==> config.mk <==
export PLATFORM = sky130hd
export DESIGN_NAME = ascii_to_baudot_encoder_flat
export DESIGN_NICKNAME = d
export VERILOG_FILES = /design/src/rtl/a2b_pkg.sv /design/src/rtl/a2b_char_if.sv /design/src/rtl/a2b_code_if.sv /design/src/rtl/ascii_to_baudot_encoder.sv /design/src/flat_wrapper.sv
export SDC_FILE = /design/constraint.sdc
export NUM_CORES = 1
export LEC_CHECK = 0
export BUFFER_PORTS_ARGS = -buffer_cell sky130_fd_sc_hd__buf_2
export CORE_MARGIN = 4
export CORE_UTILIZATION = 54
export DETAILED_ROUTE_END_ITERATION = 7
export PLACE_DENSITY_LB_ADDON = 0.12
export SYNTH_ARGS = -nofsm -noshare
export SYNTH_HDL_FRONTEND = slang
export SYNTH_SLANG_ARGS = --single-unit
==> constraint.sdc <==
create_clock -name clk -period 5.6 [get_ports clk]
set_input_delay 0.28 -clock clk [delete_from_list [all_inputs] [get_ports clk]]
set_output_delay 0.28 -clock clk [all_outputs]
set_load 0.005 [all_outputs]
==> src/rtl/a2b_pkg.sv <==
package a2b_pkg;

	localparam int CHAR_W = 8;
	localparam int CODE_W = 5;

	// output queue depth; one character adds at most two codes
	localparam int QUEUE_DEPTH = 4;
	localparam int QUEUE_IDX_W = $clog2(QUEUE_DEPTH);
	localparam int QUEUE_CNT_W = $clog2(QUEUE_DEPTH + 1);

	// baudot control codes
	localparam logic [CODE_W-1:0] CODE_LTRS  = 5'd31;
	localparam logic [CODE_W-1:0] CODE_FIGS  = 5'd27;
	localparam logic [CODE_W-1:0] CODE_CR    = 5'd8;
	localparam logic [CODE_W-1:0] CODE_LF    = 5'd2;
	localparam logic [CODE_W-1:0] CODE_SPACE = 5'd4;
	localparam logic [CODE_W-1:0] CODE_NUL   = 5'd0;

	// ascii characters with a fixed treatment
	localparam logic [CHAR_W-1:0] ASCII_NUL     = 8'h00;
	localparam logic [CHAR_W-1:0] ASCII_CR      = 8'h0D;
	localparam logic [CHAR_W-1:0] ASCII_LF      = 8'h0A;
	localparam logic [CHAR_W-1:0] ASCII_SPACE   = 8'h20;
	localparam logic [CHAR_W-1:0] ASCII_LOWER_A = 8'h61;
	localparam logic [CHAR_W-1:0] ASCII_LOWER_Z = 8'h7A;
	localparam logic [CHAR_W-1:0] ASCII_CASE    = 8'h20;

	typedef enum logic [1:0] {
		SHIFT_LETTERS = 2'd0,
		SHIFT_FIGURES = 2'd1,
		SHIFT_UNKNOWN = 2'd2
	} shift_t;

	typedef struct packed {
		logic              hit;
		logic [CODE_W-1:0] code;
	} lookup_t;

	typedef struct packed {
		logic [CODE_W-1:0] code;
		logic              last;
	} queue_ent_t;

	// letters shift table, upper case only
	function automatic lookup_t lookup_letter(input logic [CHAR_W-1:0] ch);
		lookup_t r;
		r.hit = 1'b1;
		unique case (ch)
			8'h45: r.code = 5'd1;   // E
			8'h41: r.code = 5'd3;   // A
			8'h53: r.code = 5'd5;   // S
			8'h49: r.code = 5'd6;   // I
			8'h55: r.code = 5'd7;   // U
			8'h44: r.code = 5'd9;   // D
			8'h52: r.code = 5'd10;  // R
			8'h4A: r.code = 5'd11;  // J
			8'h4E: r.code = 5'd12;  // N
			8'h46: r.code = 5'd13;  // F
			8'h43: r.code = 5'd14;  // C
			8'h4B: r.code = 5'd15;  // K
			8'h54: r.code = 5'd16;  // T
			8'h5A: r.code = 5'd17;  // Z
			8'h4C: r.code = 5'd18;  // L
			8'h57: r.code = 5'd19;  // W
			8'h48: r.code = 5'd20;  // H
			8'h59: r.code = 5'd21;  // Y
			8'h50: r.code = 5'd22;  // P
			8'h51: r.code = 5'd23;  // Q
			8'h4F: r.code = 5'd24;  // O
			8'h42: r.code = 5'd25;  // B
			8'h47: r.code = 5'd26;  // G
			8'h4D: r.code = 5'd28;  // M
			8'h58: r.code = 5'd29;  // X
			8'h56: r.code = 5'd30;  // V
			default: begin
				r.hit  = 1'b0;
				r.code = CODE_NUL;
			end
		endcase
		return r;
	endfunction

	// figures shift table
	function automatic lookup_t lookup_figure(input logic [CHAR_W-1:0] ch);
		lookup_t r;
		r.hit = 1'b1;
		unique case (ch)
			8'h33: r.code = 5'd1;   // 3
			8'h2D: r.code = 5'd3;   // -
			8'h07: r.code = 5'd5;   // bell
			8'h38: r.code = 5'd6;   // 8
			8'h37: r.code = 5'd7;   // 7
			8'h24: r.code = 5'd9;   // $
			8'h34: r.code = 5'd10;  // 4
			8'h27: r.code = 5'd11;  // apostrophe
			8'h2C: r.code = 5'd12;  // comma
			8'h21: r.code = 5'd13;  // !
			8'h3A: r.code = 5'd14;  // :
			8'h28: r.code = 5'd15;  // (
			8'h35: r.code = 5'd16;  // 5
			8'h22: r.code = 5'd17;  // double quote
			8'h29: r.code = 5'd18;  // )
			8'h32: r.code = 5'd19;  // 2
			8'h36: r.code = 5'd21;  // 6
			8'h30: r.code = 5'd22;  // 0
			8'h31: r.code = 5'd23;  // 1
			8'h39: r.code = 5'd24;  // 9
			8'h3F: r.code = 5'd25;  // ?
			8'h26: r.code = 5'd26;  // &
			8'h2E: r.code = 5'd28;  // .
			8'h2F: r.code = 5'd29;  // /
			8'h3B: r.code = 5'd30;  // ;
			default: begin
				r.hit  = 1'b0;
				r.code = CODE_NUL;
			end
		endcase
		return r;
	endfunction

endpackage

==> src/rtl/a2b_char_if.sv <==
interface a2b_char_if
	import a2b_pkg::*;
();
	logic              valid;
	logic              ready;
	logic [CHAR_W-1:0] ascii_char;
	logic              resync_shift;

	modport source (output valid, output ascii_char, output resync_shift, input ready);
	modport sink (input valid, input ascii_char, input resync_shift, output ready);
endinterface

==> src/rtl/a2b_code_if.sv <==
interface a2b_code_if
	import a2b_pkg::*;
();
	logic              valid;
	logic              ready;
	logic [CODE_W-1:0] baudot_code;
	logic              last_of_run;

	modport source (output valid, output baudot_code, output last_of_run, input ready);
	modport sink (input valid, input baudot_code, input last_of_run, output ready);
endinterface

==> src/rtl/ascii_to_baudot_encoder.sv <==
// ascii to baudot encoder: one character beat in, zero to two code beats out
// path: the character is held in the stage 1 input register, and its codes are
// written to the code queue when it has room for two; the queue head offers them
// throughput: one code per cycle while the receiver is ready, set by the single
// output port of the four-entry code queue; so one character per cycle for
// single-code characters, while one that needs a shift code or is newline adds two
// reset: queue and input stage empty, shift state unknown
module ascii_to_baudot_encoder
	import a2b_pkg::*;
(
	input  logic       clk,
	input  logic       arst_n,
	a2b_char_if.sink   src_ch,
	a2b_code_if.source res_ch
);

	logic              valid_s1;
	logic [CHAR_W-1:0] char_s1;
	logic              resync_s1;

	shift_t shift_q;

	queue_ent_t             queue_q [QUEUE_DEPTH];
	logic [QUEUE_IDX_W-1:0] wr_ptr_q;
	logic [QUEUE_IDX_W-1:0] rd_ptr_q;
	logic [QUEUE_CNT_W-1:0] count_q;

	logic              advance;
	logic              pop;
	logic [1:0]        push_n;
	queue_ent_t        ent0;
	queue_ent_t        ent1;
	shift_t            shift_next;
	logic [CHAR_W-1:0] char_up;
	shift_t            shift_eff;
	lookup_t           let_hit;
	lookup_t           fig_hit;

	// stage 1 moves on when the queue has room for two codes
	assign advance = valid_s1 && (count_q <= QUEUE_CNT_W'(QUEUE_DEPTH - 2));
	assign src_ch.ready = !valid_s1 || advance;

	// input register
	always_ff @(posedge clk or negedge arst_n) begin
		if (!arst_n) begin
			valid_s1 <= 1'b0;
		end else if (src_ch.ready) begin
			valid_s1 <= src_ch.valid;
		end
	end

	always_ff @(posedge clk) begin
		if (src_ch.valid && src_ch.ready) begin
			char_s1   <= src_ch.ascii_char;
			resync_s1 <= src_ch.resync_shift;
		end
	end

	// fold case and look up both shift tables
	always_comb begin
		char_up = char_s1;
		if (char_s1 >= ASCII_LOWER_A && char_s1 <= ASCII_LOWER_Z) begin
			char_up = char_s1 - ASCII_CASE;
		end
		shift_eff = resync_s1 ? SHIFT_UNKNOWN : shift_q;
		let_hit   = lookup_letter(char_up);
		fig_hit   = lookup_figure(char_up);
	end

	// encode into up to two codes and the next shift state
	always_comb begin
		push_n     = 2'd0;
		ent0       = '{code: CODE_NUL, last: 1'b1};
		ent1       = '{code: CODE_NUL, last: 1'b1};
		shift_next = shift_eff;
		if (char_up == ASCII_NUL) begin
			push_n = 2'd1;
		end else if (char_up == ASCII_CR) begin
			push_n    = 2'd1;
			ent0.code = CODE_CR;
		end else if (char_up == ASCII_LF) begin
			push_n    = 2'd2;
			ent0      = '{code: CODE_CR, last: 1'b0};
			ent1.code = CODE_LF;
		end else if (char_up == ASCII_SPACE) begin
			push_n    = 2'd1;
			ent0.code = CODE_SPACE;
		end else if (let_hit.hit) begin
			shift_next = SHIFT_LETTERS;
			if (shift_eff != SHIFT_LETTERS) begin
				push_n    = 2'd2;
				ent0      = '{code: CODE_LTRS, last: 1'b0};
				ent1.code = let_hit.code;
			end else begin
				push_n    = 2'd1;
				ent0.code = let_hit.code;
			end
		end else if (fig_hit.hit) begin
			shift_next = SHIFT_FIGURES;
			if (shift_eff != SHIFT_FIGURES) begin
				push_n    = 2'd2;
				ent0      = '{code: CODE_FIGS, last: 1'b0};
				ent1.code = fig_hit.code;
			end else begin
				push_n    = 2'd1;
				ent0.code = fig_hit.code;
			end
		end
	end

	// shift state and queue control
	assign pop = (count_q != '0) && res_ch.ready;

	always_ff @(posedge clk or negedge arst_n) begin
		if (!arst_n) begin
			shift_q  <= SHIFT_UNKNOWN;
			wr_ptr_q <= '0;
			rd_ptr_q <= '0;
			count_q  <= '0;
		end else begin
			if (advance) begin
				shift_q  <= shift_next;
				wr_ptr_q <= wr_ptr_q + QUEUE_IDX_W'(push_n);
			end
			if (pop) begin
				rd_ptr_q <= rd_ptr_q + QUEUE_IDX_W'(1);
			end
			count_q <= count_q + (advance ? QUEUE_CNT_W'(push_n) : '0)
				- QUEUE_CNT_W'(pop);
		end
	end

	// queue storage
	always_ff @(posedge clk) begin
		if (advance && push_n != 2'd0) begin
			queue_q[wr_ptr_q] <= ent0;
		end
		if (advance && push_n == 2'd2) begin
			queue_q[wr_ptr_q + QUEUE_IDX_W'(1)] <= ent1;
		end
	end

	// result beat from queue head
	assign res_ch.valid       = (count_q != '0);
	assign res_ch.baudot_code = queue_q[rd_ptr_q].code;
	assign res_ch.last_of_run = queue_q[rd_ptr_q].last;

endmodule

==> src/flat_wrapper.sv <==
// flat-port wrapper written by rule: the top's interface ports become plain ports
module ascii_to_baudot_encoder_flat import a2b_pkg::*;
  (clk, arst_n, src_ch_valid, src_ch_ascii_char, src_ch_resync_shift, src_ch_ready, res_ch_valid, res_ch_baudot_code, res_ch_last_of_run, res_ch_ready);
  a2b_char_if src_ch_i ();
  a2b_code_if res_ch_i ();
  input  logic clk;
  input  logic arst_n;
  input wire logic [$bits(src_ch_i.valid)-1:0] src_ch_valid;
  input wire logic [$bits(src_ch_i.ascii_char)-1:0] src_ch_ascii_char;
  input wire logic [$bits(src_ch_i.resync_shift)-1:0] src_ch_resync_shift;
  output wire logic [$bits(src_ch_i.ready)-1:0] src_ch_ready;
  output wire logic [$bits(res_ch_i.valid)-1:0] res_ch_valid;
  output wire logic [$bits(res_ch_i.baudot_code)-1:0] res_ch_baudot_code;
  output wire logic [$bits(res_ch_i.last_of_run)-1:0] res_ch_last_of_run;
  input wire logic [$bits(res_ch_i.ready)-1:0] res_ch_ready;
  assign src_ch_i.valid = src_ch_valid;
  assign src_ch_i.ascii_char = src_ch_ascii_char;
  assign src_ch_i.resync_shift = src_ch_resync_shift;
  assign src_ch_ready = src_ch_i.ready;
  assign res_ch_valid = res_ch_i.valid;
  assign res_ch_baudot_code = res_ch_i.baudot_code;
  assign res_ch_last_of_run = res_ch_i.last_of_run;
  assign res_ch_i.ready = res_ch_ready;
  ascii_to_baudot_encoder u_core (.clk(clk), .arst_n(arst_n), .src_ch(src_ch_i), .res_ch(res_ch_i));
endmodule
Word level (Yosys, flattened, before mapping). Memories as Yosys holds them, arrays and structs flattened. Index checks and enable logic that the tools add are counted.

Memory bits (writable): 24. Logic and storage cells: 132. Register bits after elaboration: 19. Memories: 1. Output and inout bits: 8. Input bits: 13.

Memory list: u_core.queue_q (words 4, bits a word 6, rd ports 1, clocked after Yosys merged registers in 0, wr ports 2, RTL line ascii_to_baudot_encoder.sv:23) `queue_ent_t queue_q [QUEUE_DEPTH];`.

Magnitude comparators: 3. Add/subtract/negate cells: 6. Eq/ne operators: 56. Reductions and logical operators: 14. Muxes and demuxes: 45.

Operators by type and width (count): == test 8 x 7 -> 1 bit (second input constant) (26); == test 8 x 6 -> 1 bit (second input constant) (25); one-hot mux 5 bit (26 select lines) (1); one-hot mux 5 bit (25 select lines) (1); two-way mux 5 bit (12); two-way mux 2 bit (16); OR reduction 26 bit (1); OR reduction 25 bit (1); two-way mux 6 bit (4); == test 8 x 4 -> 1 bit (second input constant) (2); two-way mux 1 bit (10); == test 8 x 3 -> 1 bit (second input constant) (1); >= comparator 8 x 7 -> 1 bit (second input constant) (1); <= comparator 8 x 7 -> 1 bit (second input constant) (1); zero test 8 bit (1); two-way mux 8 bit (1); subtractor 8 x 6 -> 8 bit (second input constant) (1); logical AND 1 bit (6); adder 2 x 1 -> 2 bit (second input constant) (2); nonzero test 2 bit (2); adder 3 bit (1); <= comparator 3 x 2 -> 1 bit (second input constant) (1); nonzero test 3 bit (1); subtractor 3 x 1 -> 3 bit (1); other kinds (5) (5).

Longest topological paths before layout.
Depth in word-level cells: 16. Mapped depth: 13. Gate-level depth less buffers: 13.

Worst setup path after synthesis. No wires, ideal clock.

Path type: register -> register. Start: reg u_core.char_s1[5]. End: reg u_core.count_q[2]. Clock period less this slack: 2.776 ns. Setup slack: 2.824 ns. Data arrival time: 2.654 ns. Cell stages (with the launch flop): 14. Setup time: 0.123 ns. Cells stage by stage: edfxtp_1 -> inv_2 -> ha_1 -> o21ai_0 -> nand3b_1 -> nor3_1 -> a31oi_2 -> nand4_1 -> and2_1 -> ha_1 -> inv_1 -> fa_1 -> xor2_1 -> xnor2_1.

Cells in the longest elaborated chain, start to end: 15.

Ends and longest elaborated chain: start: declaration (RTL line ascii_to_baudot_encoder.sv:18) `logic [CHAR_W-1:0] char_s1;`; start signal: assignment (RTL line ascii_to_baudot_encoder.sv:54) `char_s1 <= src_ch.ascii_char;`; >= comparator 8 x 7 -> 1 bit / <= comparator 8 x 7 -> 1 bit (equally long branches) (RTL line ascii_to_baudot_encoder.sv:62) `if (char_s1 >= ASCII_LOWER_A && char_s1 <= ASCII_LOWER_Z) begin`; logical AND 1 bit (RTL line ascii_to_baudot_encoder.sv:62); two-way mux 8 bit (*) (RTL line ascii_to_baudot_encoder.sv:62); == test 8 x 6 -> 1 bit / == test 8 x 3 -> 1 bit (equally long branches) (RTL line a2b_pkg.sv:87) `unique case (ch)`; OR reduction 25 bit (no line); two-way mux 1 bit (RTL line a2b_pkg.sv:87); two-way mux 2 bit (RTL line ascii_to_baudot_encoder.sv:98) `end else if (fig_hit.hit) begin`; two-way mux 2 bit (RTL line ascii_to_baudot_encoder.sv:88) `end else if (let_hit.hit) begin`; two-way mux 2 bit (RTL line ascii_to_baudot_encoder.sv:85) `end else if (char_up == ASCII_SPACE) begin`; two-way mux 2 bit (RTL line ascii_to_baudot_encoder.sv:81) `end else if (char_up == ASCII_LF) begin`; two-way mux 2 bit (RTL line ascii_to_baudot_encoder.sv:78) `end else if (char_up == ASCII_CR) begin`; two-way mux 2 bit (*) (RTL line ascii_to_baudot_encoder.sv:76) `if (char_up == ASCII_NUL) begin`; two-way mux 2 bit (*) (RTL line ascii_to_baudot_encoder.sv:128) `count_q <= count_q + (advance ? QUEUE_CNT_W'(push_n) : '0)`; adder 3 bit (*) (RTL line ascii_to_baudot_encoder.sv:128); subtractor 3 x 1 -> 3 bit (*) (RTL line ascii_to_baudot_encoder.sv:129) `- QUEUE_CNT_W'(pop);`; end signal: assignment (RTL line ascii_to_baudot_encoder.sv:128); end: declaration (RTL line ascii_to_baudot_encoder.sv:26) `logic [QUEUE_CNT_W-1:0] count_q;`.

Mark *: on every way between the ends. The rest lies on a longest branch, timed or not. A chain may end at the register's enable or synchronous reset.

==> flow_metrics.tcl <==
set metrics [dict create \
    outcome "complete, no violations" \
    met1_usage_pct 29.4 \
    crit_slowest_cell "edfxtp_1" \
    worst_slew_pin_slew_ns 0.981 \
    grt_pass1_vias 2317 \
    worstPathCellList "or4_4, o22ai_2, nor3_1, a31oi_2, a41o_1, o21ai_0" \
    p_leak_uw 0.00116 \
    wl_mm 6.99 \
    dieArea_um2 7090 \
    max_stage_delay_ns 0.97 \
    start_kind "flop" \
    start_util_pct 56.3 \
    vias_per_cell 6.37 \
    synthesis.area_um2 3140 \
    syn_area_per_cell_um2 9.36 \
    finClkSkew_ns 0.0140 \
    grt_max_degree 34 \
    layout.nets 357 \
    met2_usage_pct 29.4 \
    area_delta_synth_final_pct 5.66 \
    synth_ff_type "edfxtp_1" \
    cap_violations 0 \
    finalPower_uw 1430 \
    cp.required_ns 5.52 \
    vdd_ir_drop_max_uv 398 \
    layout-drive-gt1-share_pct 16.8 \
    hp-class "primary input to flop" \
    antenna_found_initial 0 \
    cts.root.buffer_cell "clkbuf_8" \
    final_cell_mix "nand2_1 (31), edfxtp_1 (29), o21ai_0 (27), nor2_1 (20), buf_2 (20)" \
    grt-ovfl-total 0 \
    fmax_mhz 287 \
    final_common_cell "nand2_1" \
    stdcell_area_um2 3310 \
    fin_crit_sh_pct 62.2 \
    syn_inst 335 \
    cts.sinks 43 \
    rsz0062_at_grt "false" \
    slew_headroom_pct 34.6 \
    cts_made_buffers 5 \
    clock_latency_ns 0.30 \
    fillers 486 \
    placed_area_um2 3190 \
    p_per_area_nw_per_um2 433 \
    worstPathMaxFanout 32 \
    crit_arrival_ns 3.40 \
    die-height_um 84.2 \
    ant_nets 0 \
    synth_nets 354 \
    fp.dieW_um 84.2 \
    setup_viol 0 \
    drtIter0Drc 471 \
    top_usage_layer "met2" \
    min_period_ns 3.48 \
    wl_per_cell_um 17.0 \
    core_area_um2 5570 \
    synth-warning-count 0 \
    cts_tree "yes" \
    route.detailed.drc 0 \
    tns_ns 0 \
    diodes 0 \
    synth_seq_cells 43 \
    globalplace.congestion 0.922 \
    htree_levels 2 \
    grt_first_pass_wirelength_mm 11.5 \
    yosysSeqAreaShare_pct 38.3 \
    io_pins 21 \
    synth_edf_count 29 \
    postCtsResizedCells 0 \
    vias 2617 \
    end_kind "flop" \
    gr-usage-met3_pct 4.12 \
    finalMaxSlewViolations 0 \
    async_reset_ff_share_pct 23.3 \
    finalHoldViolCount 0 \
    yosys.cell_types.count 79 \
    grt_usage_pct 19.9 \
    clkTransAtPathRegs_ns 0.09 \
    drtPass1Iterations 5 \
    r2r_setup_slack_ns 2.12 \
    place.port_buffers 20 \
    path_class "flop to flop" \
    hpwl_mm 5.05 \
    ctsLongestPathBuffers 2 \
    rows 27 \
]
==> area by class of cell <==
class	count	area, um^2	share of cell area (%)
Multi-Input combinational cell	257	1760	53.2
Sequential cell	43	1200	36.3
Timing Repair Buffer	21	110	3.32
Tap cell	72	90.1	2.72
Clock buffer	5	68.8	2.08
Clock inverter	3	43.8	1.32
Inverter	10	37.5	1.13
==> synth_stat cells, types with 5 or more instances <==
cell      instances  share of area (%)
nand3_1          12                1.9
clkbuf_1          7               0.84
nand4_1           6                1.2
buf_2             9                1.4
nand2_1          31                3.7
nand2b_1          7                1.4
and2_1            5                1.0
nor3_1            7                1.1
o22ai_1          15                3.0
dfrtp_1           9                7.2
nor3b_1           5                1.2
o21ai_0          27                4.3
inv_1             9                1.1
nor2b_1           6                1.2
edfxtp_1         29                 28
nor2_1           20                2.4
a21oi_1          19                3.0
ha_1              5                2.0
mux4_2            6                4.3
buf_4             6                1.4
or3_1             6                1.2
==> path summary, 6_finish.rpt <==
kind | startpoint | to | depth (start not counted)
worst max-delay path | u_core.char_s1[1]$_DFFE_PP_ | u_core.queue_q[2][4]$_DFFE_PP_ | 6
worst min-delay path | src_ch_ascii_char[4] | u_core.char_s1[4]$_DFFE_PP_ | 1
worst max register to register | u_core.char_s1[1]$_DFFE_PP_ | u_core.queue_q[2][4]$_DFFE_PP_ | 6
worst min register to register | u_core.queue_q[3][0]$_SDFFE_PP1N_ | u_core.queue_q[3][0]$_SDFFE_PP1N_ | 1
max in group asynchronous | arst_n | u_core.shift_q[1]$_DFFE_PN1P_ | 2
min in group asynchronous | arst_n | u_core.wr_ptr_q[0]$_DFFE_PN0P_ | 2
==> registers in the layout, summed over array words and instances, names as in the netlist <==
name / flops
u_core.queue_q: 24
u_core.char_s1: 8
u_core.count_q: 3
u_core.rd_ptr_q: 2
u_core.shift_q: 2
u_core.wr_ptr_q: 2
u_core.resync_s1: 1
u_core.valid_s1: 1
==> where the power goes <==
| group | switching (uW) | internal, uW |
|---|---|---|
| registers | 146 | 428 |
| logic | 343 | 274 |
| clock network | 111 | 133 |
==> metrics by stage <==
step | worst slack (ns) | hold slack (ns) | utilization (%) | instances
6_report | 2.12 | 0.149 | 59.5 | 411
5_1_grt | 1.83 | 0.141 | 59.5 | 411
4_1_cts | 2.12 | 0.147 | 59.5 | 411
3_5_place_dp | 2.14 | 0.148 | 57.3 | 402
3_3_place_gp | 2.23 | 0.149 | 57.3 | 402
2_1_floorplan | 2.82 | -0.0156 | - | 335
==> timing repair <==
| item | in CTS | in global routing |
|---|---|---|
| hold endpoints to repair | 9 | 0 |
| setup buffers | 0 | 0 |
| hold buffers | 1 | 0 |
==> cells by family after synthesis <==
| kind of cell | count (synthesis) | share of synthesized area [%] |
|---|---|---|
| adders and majority gates | 6 | 2.63 |
| xor gates and xnor gates | 7 | 1.95 |
| DFF | 43 | 38.3 |
| AOI/OAI and AO/OA | 101 | 21.6 |
| and+or+nand+nor | 135 | 24.9 |
| muxes | 8 | 5.11 |
| buffers and inverters | 35 | 5.50 |
==> critical path: cells and delay by family, from the launching register on <==
| kind | cells | cell delay (ns) |
|---|---|---|
| flip-flops | 1 | 0.97 |
| AND/OR/NAND/NOR | 2 | 0.85 |
| AO/OA/AOI/OAI | 4 | 1.26 |
==> layer usage <==
metal | part of all wire [%] | up-vias
met4 | 2.1 | 0
met3 | 7.0 | 15
met1 | 46 | 1211
met5 | 0 | -
met2 | 45 | 111
li1 | - | 1280
No activity file was read; power rests on OpenSTA's default activity.
